==> src/rtl/core/bounded_array_list_macros.svh <==
// ---------------------------------------------------------------------------
// Bounded array list assertion macros
// Concurrent assertion helpers shared by the bounded array list RTL.
// ---------------------------------------------------------------------------
`ifndef BOUNDED_ARRAY_LIST_MACROS_SVH
`define BOUNDED_ARRAY_LIST_MACROS_SVH

// The condition must never be true outside reset.
`define BAL_ASSERT_NEVER(lbl, clk, rst, cond, msg) \
   lbl: assert property (@(posedge clk) disable iff (rst) !(cond)) else $error(msg);

// The antecedent implies the consequent in the same cycle.
`define BAL_ASSERT_IMPLIES(lbl, clk, rst, ante, cons, msg) \
   lbl: assert property (@(posedge clk) disable iff (rst) (ante) |-> (cons)) else $error(msg);

// The antecedent implies the consequent in the following cycle.
`define BAL_ASSERT_NEXT(lbl, clk, rst, ante, cons, msg) \
   lbl: assert property (@(posedge clk) disable iff (rst) (ante) |=> (cons)) else $error(msg);

`endif

==> src/rtl/core/bal_pkg.sv <==
// ---------------------------------------------------------------------------
// Bounded array list package
// Shared constants, operation codes and types of the bounded array list.
// ---------------------------------------------------------------------------
package bal_pkg;

   // Default number of entries the list can hold.
   localparam int CAPACITY_DEF = 16;

   // Width of the reported count; larger counts are reported modulo 32.
   localparam int COUNT_W = 5;

   // Request operation codes.
   localparam logic [1:0] MODE_APPEND       = 2'd0;
   localparam logic [1:0] MODE_REMOVE_FIRST = 2'd1;
   localparam logic [1:0] MODE_REMOVE_ALL   = 2'd2;

   // Sequencer states.
   typedef enum logic [1:0] {
      ST_IDLE,
      ST_SCAN,
      ST_DONE
   } bal_state_type;

   // Result of one request, handed from the sequencer to the output stage.
   typedef struct packed {
      logic               full_res;
      logic               empty_res;
      logic [COUNT_W-1:0] count;
      logic               ok;
   } bal_result_type;

endpackage

==> src/rtl/core/bal_ram.sv <==
// ---------------------------------------------------------------------------
// Bounded array list entry store
// One write port and one read port with registered read data.
// ---------------------------------------------------------------------------
module bal_ram #(
   parameter int CAPACITY = bal_pkg::CAPACITY_DEF
) (
   input  logic                                          clock,
   input  logic                                          wr_en,
   input  logic [$clog2((CAPACITY > 1) ? CAPACITY : 2)-1:0] wr_addr,
   input  logic [31:0]                                   wr_data,
   input  logic [$clog2((CAPACITY > 1) ? CAPACITY : 2)-1:0] rd_addr,
   output logic [31:0]                                   rd_data
);

   logic [31:0] mem_ff [CAPACITY];
   logic [31:0] rd_data_ff;

   // Write port.
   always_ff @(posedge clock) begin
      if (wr_en) begin
         mem_ff[wr_addr] <= wr_data;
      end
   end

   // Registered read port.
   always_ff @(posedge clock) begin
      rd_data_ff <= mem_ff[rd_addr];
   end

   assign rd_data = rd_data_ff;

endmodule

==> src/rtl/core/bal_ctrl.sv <==
// ---------------------------------------------------------------------------
// Bounded array list sequencer
// Runs append directly and walks the list for both remove modes, using one
// shared word comparator and one compaction write pointer.
// ---------------------------------------------------------------------------
module bal_ctrl #(
   parameter int CAPACITY = bal_pkg::CAPACITY_DEF
) (
   input  logic                    clock,
   input  logic                    reset,
   // Request side.
   input  logic                    req_valid,
   output logic                    req_ready,
   input  logic [1:0]              req_mode,
   input  logic [31:0]             req_value,
   // Result side.
   output logic                    res_valid,
   input  logic                    res_take,
   output bal_pkg::bal_result_type res,
   // Entry store.
   output logic                    ram_we,
   output logic [$clog2((CAPACITY > 1) ? CAPACITY : 2)-1:0] ram_waddr,
   output logic [31:0]             ram_wdata,
   output logic [$clog2((CAPACITY > 1) ? CAPACITY : 2)-1:0] ram_raddr,
   input  logic [31:0]             ram_rdata
);

   localparam int AW = (CAPACITY > 1) ? $clog2(CAPACITY) : 1;
   localparam int CW = $clog2(CAPACITY + 1);
   localparam int XW = (CW > bal_pkg::COUNT_W) ? CW : bal_pkg::COUNT_W;
   localparam logic [CW-1:0] CAP_CNT = CW'(CAPACITY);

   bal_pkg::bal_state_type state_ff, state_in;
   logic [1:0]             mode_ff, mode_in;
   logic [31:0]            value_ff, value_in;
   logic [CW-1:0]          fill_ff, fill_in;
   logic [CW-1:0]          rd_ff, rd_in;
   logic [CW-1:0]          wr_ff, wr_in;
   logic                   pend_ff, pend_in;
   logic                   found_ff, found_in;
   logic                   ok_ff, ok_in;
   logic                   match;
   logic [XW-1:0]          count_ext;

   // Shared comparator between the word just read and the request value.
   assign match = (ram_rdata == value_ff);

   // Control state.
   always_ff @(posedge clock) begin
      if (reset) begin
         state_ff <= bal_pkg::ST_IDLE;
         fill_ff  <= '0;
      end else begin
         state_ff <= state_in;
         fill_ff  <= fill_in;
      end
   end

   // Working registers of the current request.
   always_ff @(posedge clock) begin
      mode_ff  <= mode_in;
      value_ff <= value_in;
      rd_ff    <= rd_in;
      wr_ff    <= wr_in;
      pend_ff  <= pend_in;
      found_ff <= found_in;
      ok_ff    <= ok_in;
   end

   // Next state and datapath control.
   always_comb begin
      state_in  = state_ff;
      mode_in   = mode_ff;
      value_in  = value_ff;
      fill_in   = fill_ff;
      rd_in     = rd_ff;
      wr_in     = wr_ff;
      pend_in   = pend_ff;
      found_in  = found_ff;
      ok_in     = ok_ff;
      req_ready = 1'b0;
      res_valid = 1'b0;
      ram_we    = 1'b0;
      ram_waddr = wr_ff[AW-1:0];
      ram_wdata = ram_rdata;
      ram_raddr = rd_ff[AW-1:0];
      case (state_ff)
         bal_pkg::ST_IDLE: begin
            req_ready = 1'b1;
            if (req_valid) begin
               mode_in  = req_mode;
               value_in = req_value;
               rd_in    = '0;
               wr_in    = '0;
               pend_in  = 1'b0;
               found_in = 1'b0;
               ok_in    = 1'b0;
               case (req_mode)
                  bal_pkg::MODE_APPEND: begin
                     // Append writes the tail slot right away when there is room.
                     if (fill_ff != CAP_CNT) begin
                        ram_we    = 1'b1;
                        ram_waddr = fill_ff[AW-1:0];
                        ram_wdata = req_value;
                        fill_in   = fill_ff + 1'b1;
                        ok_in     = 1'b1;
                     end
                     state_in = bal_pkg::ST_DONE;
                  end
                  bal_pkg::MODE_REMOVE_FIRST,
                  bal_pkg::MODE_REMOVE_ALL: begin
                     state_in = bal_pkg::ST_SCAN;
                  end
                  default: begin
                     state_in = bal_pkg::ST_DONE;
                  end
               endcase
            end
         end
         bal_pkg::ST_SCAN: begin
            // Word read last cycle: drop it or copy it down to the write pointer.
            if (pend_ff) begin
               if (match && ((mode_ff == bal_pkg::MODE_REMOVE_ALL) || !found_ff)) begin
                  found_in = 1'b1;
               end else begin
                  ram_we = 1'b1;
                  wr_in  = wr_ff + 1'b1;
               end
            end
            // Issue the next read while entries remain.
            if (rd_ff != fill_ff) begin
               rd_in   = rd_ff + 1'b1;
               pend_in = 1'b1;
            end else begin
               pend_in = 1'b0;
               if (!pend_ff) begin
                  ok_in    = (wr_ff != fill_ff);
                  fill_in  = wr_ff;
                  state_in = bal_pkg::ST_DONE;
               end
            end
         end
         bal_pkg::ST_DONE: begin
            res_valid = 1'b1;
            if (res_take) begin
               state_in = bal_pkg::ST_IDLE;
            end
         end
         default: begin
            state_in = bal_pkg::ST_IDLE;
         end
      endcase
   end

   // The count, empty and full fields reflect the fill count after the request.
   assign count_ext     = XW'(fill_ff);
   assign res.ok        = ok_ff;
   assign res.count     = count_ext[bal_pkg::COUNT_W-1:0];
   assign res.empty_res = (fill_ff == '0);
   assign res.full_res  = (fill_ff == CAP_CNT);

endmodule

==> src/rtl/core/bounded_array_list.sv <==
// ---------------------------------------------------------------------------
// Bounded array list
// Ordered list of up to CAPACITY unsigned words with append, remove-first and
// remove-all requests; each request returns one status beat.
// ---------------------------------------------------------------------------
//
//   Channel   Dir   Contents
//   req_      in    tuser: mode, tdata: value
//   rsp_      out   tdata: ok, count, empty_res, full_res
//
// An append writes the tail slot in the cycle of its request beat. A remove
// walks the list with one read and one compare per entry, paced by the single
// read port of the entry store. One request is worked on at a time;
// req_tready is low until its result is handed to the output register, which
// then waits for rsp_tready. Reset clears the fill count; the entry store
// needs no clearing pass.
// ---------------------------------------------------------------------------
`include "bounded_array_list_macros.svh"

module bounded_array_list #(
   parameter int CAPACITY = bal_pkg::CAPACITY_DEF
) (
   input  logic        clock,
   input  logic        reset,
   // Request channel.
   input  logic        req_tvalid,
   output logic        req_tready,
   input  logic [31:0] req_tdata,   // [31:0] value
   input  logic [1:0]  req_tuser,   // [1:0] mode
   // Result channel.
   output logic        rsp_tvalid,
   input  logic        rsp_tready,
   output logic [7:0]  rsp_tdata    // [0] ok, [5:1] count, [6] empty_res, [7] full_res
);

   localparam int AW = (CAPACITY > 1) ? $clog2(CAPACITY) : 1;

   bal_pkg::bal_result_type res;
   logic                    res_valid;
   logic                    res_take;
   logic                    ram_we;
   logic [AW-1:0]           ram_waddr;
   logic [31:0]             ram_wdata;
   logic [AW-1:0]           ram_raddr;
   logic [31:0]             ram_rdata;
   logic                    rsp_valid_ff, rsp_valid_in;
   bal_pkg::bal_result_type rsp_data_ff, rsp_data_in;

   bal_ctrl #(
      .CAPACITY (CAPACITY)
   ) u_ctrl (
      .clock     (clock),
      .reset     (reset),
      .req_valid (req_tvalid),
      .req_ready (req_tready),
      .req_mode  (req_tuser),
      .req_value (req_tdata),
      .res_valid (res_valid),
      .res_take  (res_take),
      .res       (res),
      .ram_we    (ram_we),
      .ram_waddr (ram_waddr),
      .ram_wdata (ram_wdata),
      .ram_raddr (ram_raddr),
      .ram_rdata (ram_rdata)
   );

   bal_ram #(
      .CAPACITY (CAPACITY)
   ) u_ram (
      .clock   (clock),
      .wr_en   (ram_we),
      .wr_addr (ram_waddr),
      .wr_data (ram_wdata),
      .rd_addr (ram_raddr),
      .rd_data (ram_rdata)
   );

   // The output register takes a result when it is empty or being drained.
   assign res_take     = res_valid && (!rsp_valid_ff || rsp_tready);
   assign rsp_valid_in = res_take || (rsp_valid_ff && !rsp_tready);
   assign rsp_data_in  = res_take ? res : rsp_data_ff;

   always_ff @(posedge clock) begin
      if (reset) begin
         rsp_valid_ff <= 1'b0;
      end else begin
         rsp_valid_ff <= rsp_valid_in;
      end
   end

   always_ff @(posedge clock) begin
      rsp_data_ff <= rsp_data_in;
   end

   assign rsp_tvalid = rsp_valid_ff;
   assign rsp_tdata  = rsp_data_ff;

   // A list cannot be empty and full at the same time.
   `BAL_ASSERT_NEVER(a_empty_full, clock, reset, rsp_valid_ff && rsp_data_ff.empty_res && rsp_data_ff.full_res, "result is both empty and full")

   // The block is busy in the cycle after a request beat.
   `BAL_ASSERT_NEXT(a_busy_after_req, clock, reset, req_tvalid && req_tready, !req_tready, "ready again right after a request beat")

   // A result is only offered while no new request can be taken.
   `BAL_ASSERT_IMPLIES(a_res_not_idle, clock, reset, res_valid, !req_tready, "result offered while idle")

endmodule
==> config.mk <==
export PLATFORM = sky130hd
export DESIGN_NAME = bounded_array_list
export DESIGN_NICKNAME = d
export VERILOG_FILES = /design/src/rtl/core/bal_pkg.sv /design/src/rtl/core/bal_ram.sv /design/src/rtl/core/bal_ctrl.sv /design/src/rtl/core/bounded_array_list.sv
export VERILOG_INCLUDE_DIRS = /design/src /design/src/rtl/core
export SDC_FILE = /design/constraint.sdc
export NUM_CORES = 1
export LEC_CHECK = 0
export ABC_AREA = 1
export BUFFER_PORTS_ARGS = -buffer_cell sky130_fd_sc_hd__buf_2
export CAP_MARGIN = 20
export CORE_ASPECT_RATIO = 0.75
export CORE_UTILIZATION = 44
export DETAILED_ROUTE_END_ITERATION = 10
export GPL_TIMING_DRIVEN = 0
export PLACE_DENSITY = 0.65
export SYNTH_ARGS = -nofsm -noshare
export SYNTH_HDL_FRONTEND = slang
export SYNTH_HIERARCHICAL = 1
export SYNTH_SLANG_ARGS = --single-unit
export TNS_END_PERCENT = 100
==> constraint.sdc <==
create_clock -name clock -period 10.5 [get_ports clock]
set_clock_uncertainty 0.2 [all_clocks]
set_input_delay 1.05 -clock clock [delete_from_list [all_inputs] [get_ports clock]]
set_output_delay 1.05 -clock clock [all_outputs]
set_load 0.02 [all_outputs]
==> flow_results.xml <==
<?xml version="1.0" encoding="UTF-8"?>
<metrics>
  <group name="floorplan">
    <metric name="fp.dieArea" unit="µm²">61400</metric>
    <metric name="die_width" unit="µm">286</metric>
    <metric name="initial_core_util" unit="%">44.8</metric>
    <metric name="num_rows" unit="">77</metric>
    <metric name="core_area" unit="µm²">59300</metric>
    <metric name="die_h" unit="µm">215</metric>
    <metric name="design.portCount" unit="">48</metric>
  </group>
  <group name="critical_path">
    <metric name="cp-end-kind" unit="">flip-flop</metric>
    <metric name="start_kind" unit="">flip-flop</metric>
    <metric name="cp.arrival" unit="ps">3970</metric>
    <metric name="cp.required" unit="ps">10620</metric>
    <metric name="timing.reg2reg.worst_path_depth" unit="">11</metric>
    <metric name="worst-setup-path-type" unit="">flip-flop to flip-flop</metric>
    <metric name="timing.critical_path.fanout_max" unit="">18</metric>
    <metric name="reg2reg_slack" unit="ps">6650</metric>
  </group>
  <group name="place">
    <metric name="last_weighted_congestion_value_of_the_routability_driven_placer" unit="">0.878</metric>
    <metric name="io_buffer_count" unit="">47</metric>
    <metric name="hpwlAfterDp" unit="mm">50.5</metric>
  </group>
  <group name="detailed_routing">
    <metric name="drt_first_iter_violations" unit="">2497</metric>
    <metric name="drt-total-wl" unit="mm">77.0</metric>
    <metric name="route.detailed.wl_per_inst" unit="µm">21.6</metric>
    <metric name="drc" unit="">0</metric>
    <metric name="firstDrtPassIters" unit="">5</metric>
    <metric name="routed_via_density" unit="">5.30</metric>
    <metric name="vias" unit="">18928</metric>
    <metric name="drtAntennaViolNets" unit="">0</metric>
  </group>
  <group name="synth">
    <metric name="synthDistinctLibCells" unit="">37</metric>
    <metric name="ys_seq_elements" unit="">607</metric>
    <metric name="postSynth.topFlopCell" unit="">sky130_fd_sc_hd__edfxtp_1</metric>
    <metric name="yosys_warnings" unit="">6</metric>
    <metric name="postSynthAreaPerCell" unit="µm²">10.2</metric>
    <metric name="synth.most_common_cell" unit="">sky130_fd_sc_hd__nand2_1</metric>
    <metric name="yosys-top-cells-count" unit="">853 x sky130_fd_sc_hd__nand2_1, 567 x sky130_fd_sc_hd__edfxtp_1, 458 x sky130_fd_sc_hd__inv_1, 397 x sky130_fd_sc_hd__nand3_1, 64 x sky130_fd_sc_hd__nor2_1</metric>
    <metric name="yosys-top-cells-area" unit="">sky130_fd_sc_hd__edfxtp_1 64%, sky130_fd_sc_hd__nand2_1 12%, sky130_fd_sc_hd__nand3_1 7.5%</metric>
    <metric name="gate_count_of_the_mapped_netlist" unit="">2601</metric>
    <metric name="synth_nets" unit="">2644</metric>
    <metric name="synth_area" unit="µm²">26600</metric>
    <metric name="ys_seq_area_share" unit="%">67.1</metric>
    <metric name="synth_enable_flop_cells" unit="">567</metric>
    <metric name="synth-async-reset-ratio" unit="%">0</metric>
    <metric name="synth_top_area_share" unit="%">64.1</metric>
    <metric name="yosys.area.top_type" unit="">sky130_fd_sc_hd__edfxtp_1</metric>
  </group>
  <group name="cts">
    <metric name="post_cts_setup_buffer_count" unit="">0</metric>
    <metric name="clk_pin_slew" unit="ps">60</metric>
    <metric name="cts.repair.resized" unit="">0</metric>
    <metric name="clk-insertion-delay-late" unit="ps">630</metric>
    <metric name="cts_tree" unit="">yes</metric>
    <metric name="cts-root-to-sink-buffers" unit="">3</metric>
    <metric name="cts-hold-fix-buffers" unit="">0</metric>
    <metric name="ctsRootBufferMaster" unit="">sky130_fd_sc_hd__clkbuf_16</metric>
    <metric name="htree_levels" unit="">2</metric>
    <metric name="number_of_cts_inserted_buffers" unit="">57</metric>
    <metric name="clock_sink_count" unit="">607</metric>
  </group>
  <group name="sta">
    <metric name="finalHoldViolCount" unit="">0</metric>
    <metric name="worst_slew_margin_rel" unit="%">24.1</metric>
    <metric name="min_period_over_period" unit="%">36.7</metric>
    <metric name="fin_setup_tns" unit="ps">0</metric>
    <metric name="hold_slack" unit="ps">250</metric>
    <metric name="clock.fmax" unit="GHz">0.260</metric>
    <metric name="final_max_slew_viol_count" unit="">0</metric>
    <metric name="worstMarginPinSlew" unit="ps">1140</metric>
    <metric name="min_cycle_time_layout" unit="ps">3850</metric>
    <metric name="setup_repair_after_global_routing_missed_its_margin" unit="">no</metric>
    <metric name="setup_viol" unit="">0</metric>
  </group>
  <group name="layout">
    <metric name="drive_above_1_share" unit="%">10.4</metric>
    <metric name="antenna_cells" unit="">0</metric>
    <metric name="area_of_the_multi_input_gates" unit="µm²">6270</metric>
    <metric name="finalNetCount" unit="">2774</metric>
    <metric name="final_layout_fill_cell_count" unit="">5249</metric>
    <metric name="area_growth" unit="%">13.4</metric>
    <metric name="sequential_area" unit="µm²">17800</metric>
  </group>
  <group name="global_routing">
    <metric name="grt.overflow.total" unit="">0</metric>
    <metric name="grt_first_pass_wirelength" unit="mm">113</metric>
    <metric name="grt.total_usage" unit="%">25.0</metric>
    <metric name="grt_antenna_before_repair" unit="">0</metric>
    <metric name="grt_max_degree" unit="">24</metric>
    <metric name="first_global_vias" unit="">17794</metric>
  </group>
  <group name="worst_hold_path">
    <metric name="hold_path_class" unit="">flip-flop to flip-flop</metric>
    <metric name="holdPathStages" unit="">0</metric>
  </group>
  <group name="power">
    <metric name="cellLeakagePower" unit="nW">12.9</metric>
    <metric name="power.ir.vdd_worst" unit="mV">0.156</metric>
    <metric name="power_density" unit="nW/µm²">288</metric>
  </group>
  <group name="outcome">
    <metric name="outcome" unit="">finished clean</metric>
  </group>
  <group name="job">
    <metric name="maxCapViolations" unit="">0</metric>
  </group>
</metrics>
final timing paths:
path	from	to
setup / recovery	u_ctrl/count_ext[0]	u_ram/mem_ff[10][15]
hold reg to reg	u_ctrl/count_ext[2]	rsp_tdata[3]
hold / removal	u_ctrl/count_ext[2]	rsp_tdata[3]
setup reg to reg	u_ctrl/count_ext[0]	u_ram/mem_ff[10][15]
critical path, stage by stage (launching register included):
cell and delay, ps:
sky130_fd_sc_hd__dfxtp_1 520, sky130_fd_sc_hd__inv_1 130, sky130_fd_sc_hd__ha_1 240, sky130_fd_sc_hd__nand3_2 120, sky130_fd_sc_hd__o21ai_2 90, sky130_fd_sc_hd__nor2_4 130, sky130_fd_sc_hd__inv_2 200, sky130_fd_sc_hd__buf_2 330
sky130_fd_sc_hd__nand2_1 210, sky130_fd_sc_hd__nand3b_1 370, sky130_fd_sc_hd__nor2_4 690, sky130_fd_sc_hd__buf_12 280
layout by cell type (no fill, tap or decap), types with 7 or more instances in the layout:
| cell type | instances |
|---|---|
| sky130_fd_sc_hd__nand3_1 | 397 |
| sky130_fd_sc_hd__buf_12 | 12 |
| sky130_fd_sc_hd__clkinv_2 | 7 |
| sky130_fd_sc_hd__buf_6 | 37 |
| sky130_fd_sc_hd__inv_1 | 457 |
| sky130_fd_sc_hd__buf_1 | 14 |
| sky130_fd_sc_hd__inv_2 | 8 |
| sky130_fd_sc_hd__xnor2_1 | 15 |
| sky130_fd_sc_hd__clkbuf_16 | 59 |
| sky130_fd_sc_hd__nor2_4 | 18 |
| sky130_fd_sc_hd__buf_4 | 17 |
| sky130_fd_sc_hd__nand2_1 | 853 |
| sky130_fd_sc_hd__edfxtp_1 | 567 |
| sky130_fd_sc_hd__o21ai_1 | 10 |
| sky130_fd_sc_hd__o21ai_2 | 11 |
| sky130_fd_sc_hd__buf_2 | 89 |
| sky130_fd_sc_hd__xor2_1 | 9 |
| sky130_fd_sc_hd__nor2_1 | 48 |
| sky130_fd_sc_hd__clkbuf_1 | 36 |
| sky130_fd_sc_hd__dfxtp_1 | 40 |
| sky130_fd_sc_hd__clkinv_1 | 14 |
stage by stage:
step,setup WS [ps],util (%),cell area (µm²),total power [mW],cells
4_1_cts,6650,50.7,30100,8.62,3565
6_report,6650,50.8,30100,8.68,3570
3_5_place_dp,6170,47.7,28300,6.63,3457
5_1_grt,6530,50.8,30100,9.06,3570
2_1_floorplan,6080,-,26600,5.38,2601
3_3_place_gp,3230,46.8,27800,6.50,3438
layer usage:
layer  track usage [%]  vias to the layer above  part of all wire (%)
met5                 0                        -                     0
li1                  -                     8621                     -
met1              36.8                     9164                    42
met3              4.25                      139                    11
met4              7.93                        0                   3.0
met2              37.6                     1004                    44
state kept, by name (all words and copies together) (netlist names):
name              count
rsp_tdata             8
rsp_tvalid            1
u_ctrl/count_ext      5
u_ctrl/found_ff       1
u_ctrl/mode_ff        2
u_ctrl/ok_ff          1
u_ctrl/pend_ff        1
u_ctrl/rd_ff          5
u_ctrl/state_ff       2
u_ctrl/value_ff      32
u_ctrl/wr_ff          5
u_ram/mem_ff        512
u_ram/rd_data        32
cell families after synthesis:
| family | after synthesis | synth area share (%) |
|---|---|---|
| and+or+nand+nor | 1337 | 21.1 |
| DFF | 607 | 67.1 |
| buffers and inverters | 588 | 9.78 |
| AOI/OAI and AO/OA | 40 | 0.998 |
| xor gates and xnor gates | 24 | 0.791 |
| adders and majority gates | 5 | 0.235 |
power by group:
group | internal, mW | switching (mW)
clock | 1.11 | 0.891
combinational | 0.889 | 2.40
sequential | 3.26 | 0.125
cell type report:
class / instances / share of cell area, %
Multi-Input combinational cell: 1406 / 20.8
Sequential cell: 607 / 59.2
Timing Repair Buffer: 71 / 2.27
Tap cell: 790 / 3.28
Clock inverter: 24 / 0.519
Inverter: 468 / 5.85
Buffer: 120 / 2.77
Clock buffer: 84 / 5.34
(Power assumes the default switching activity.)
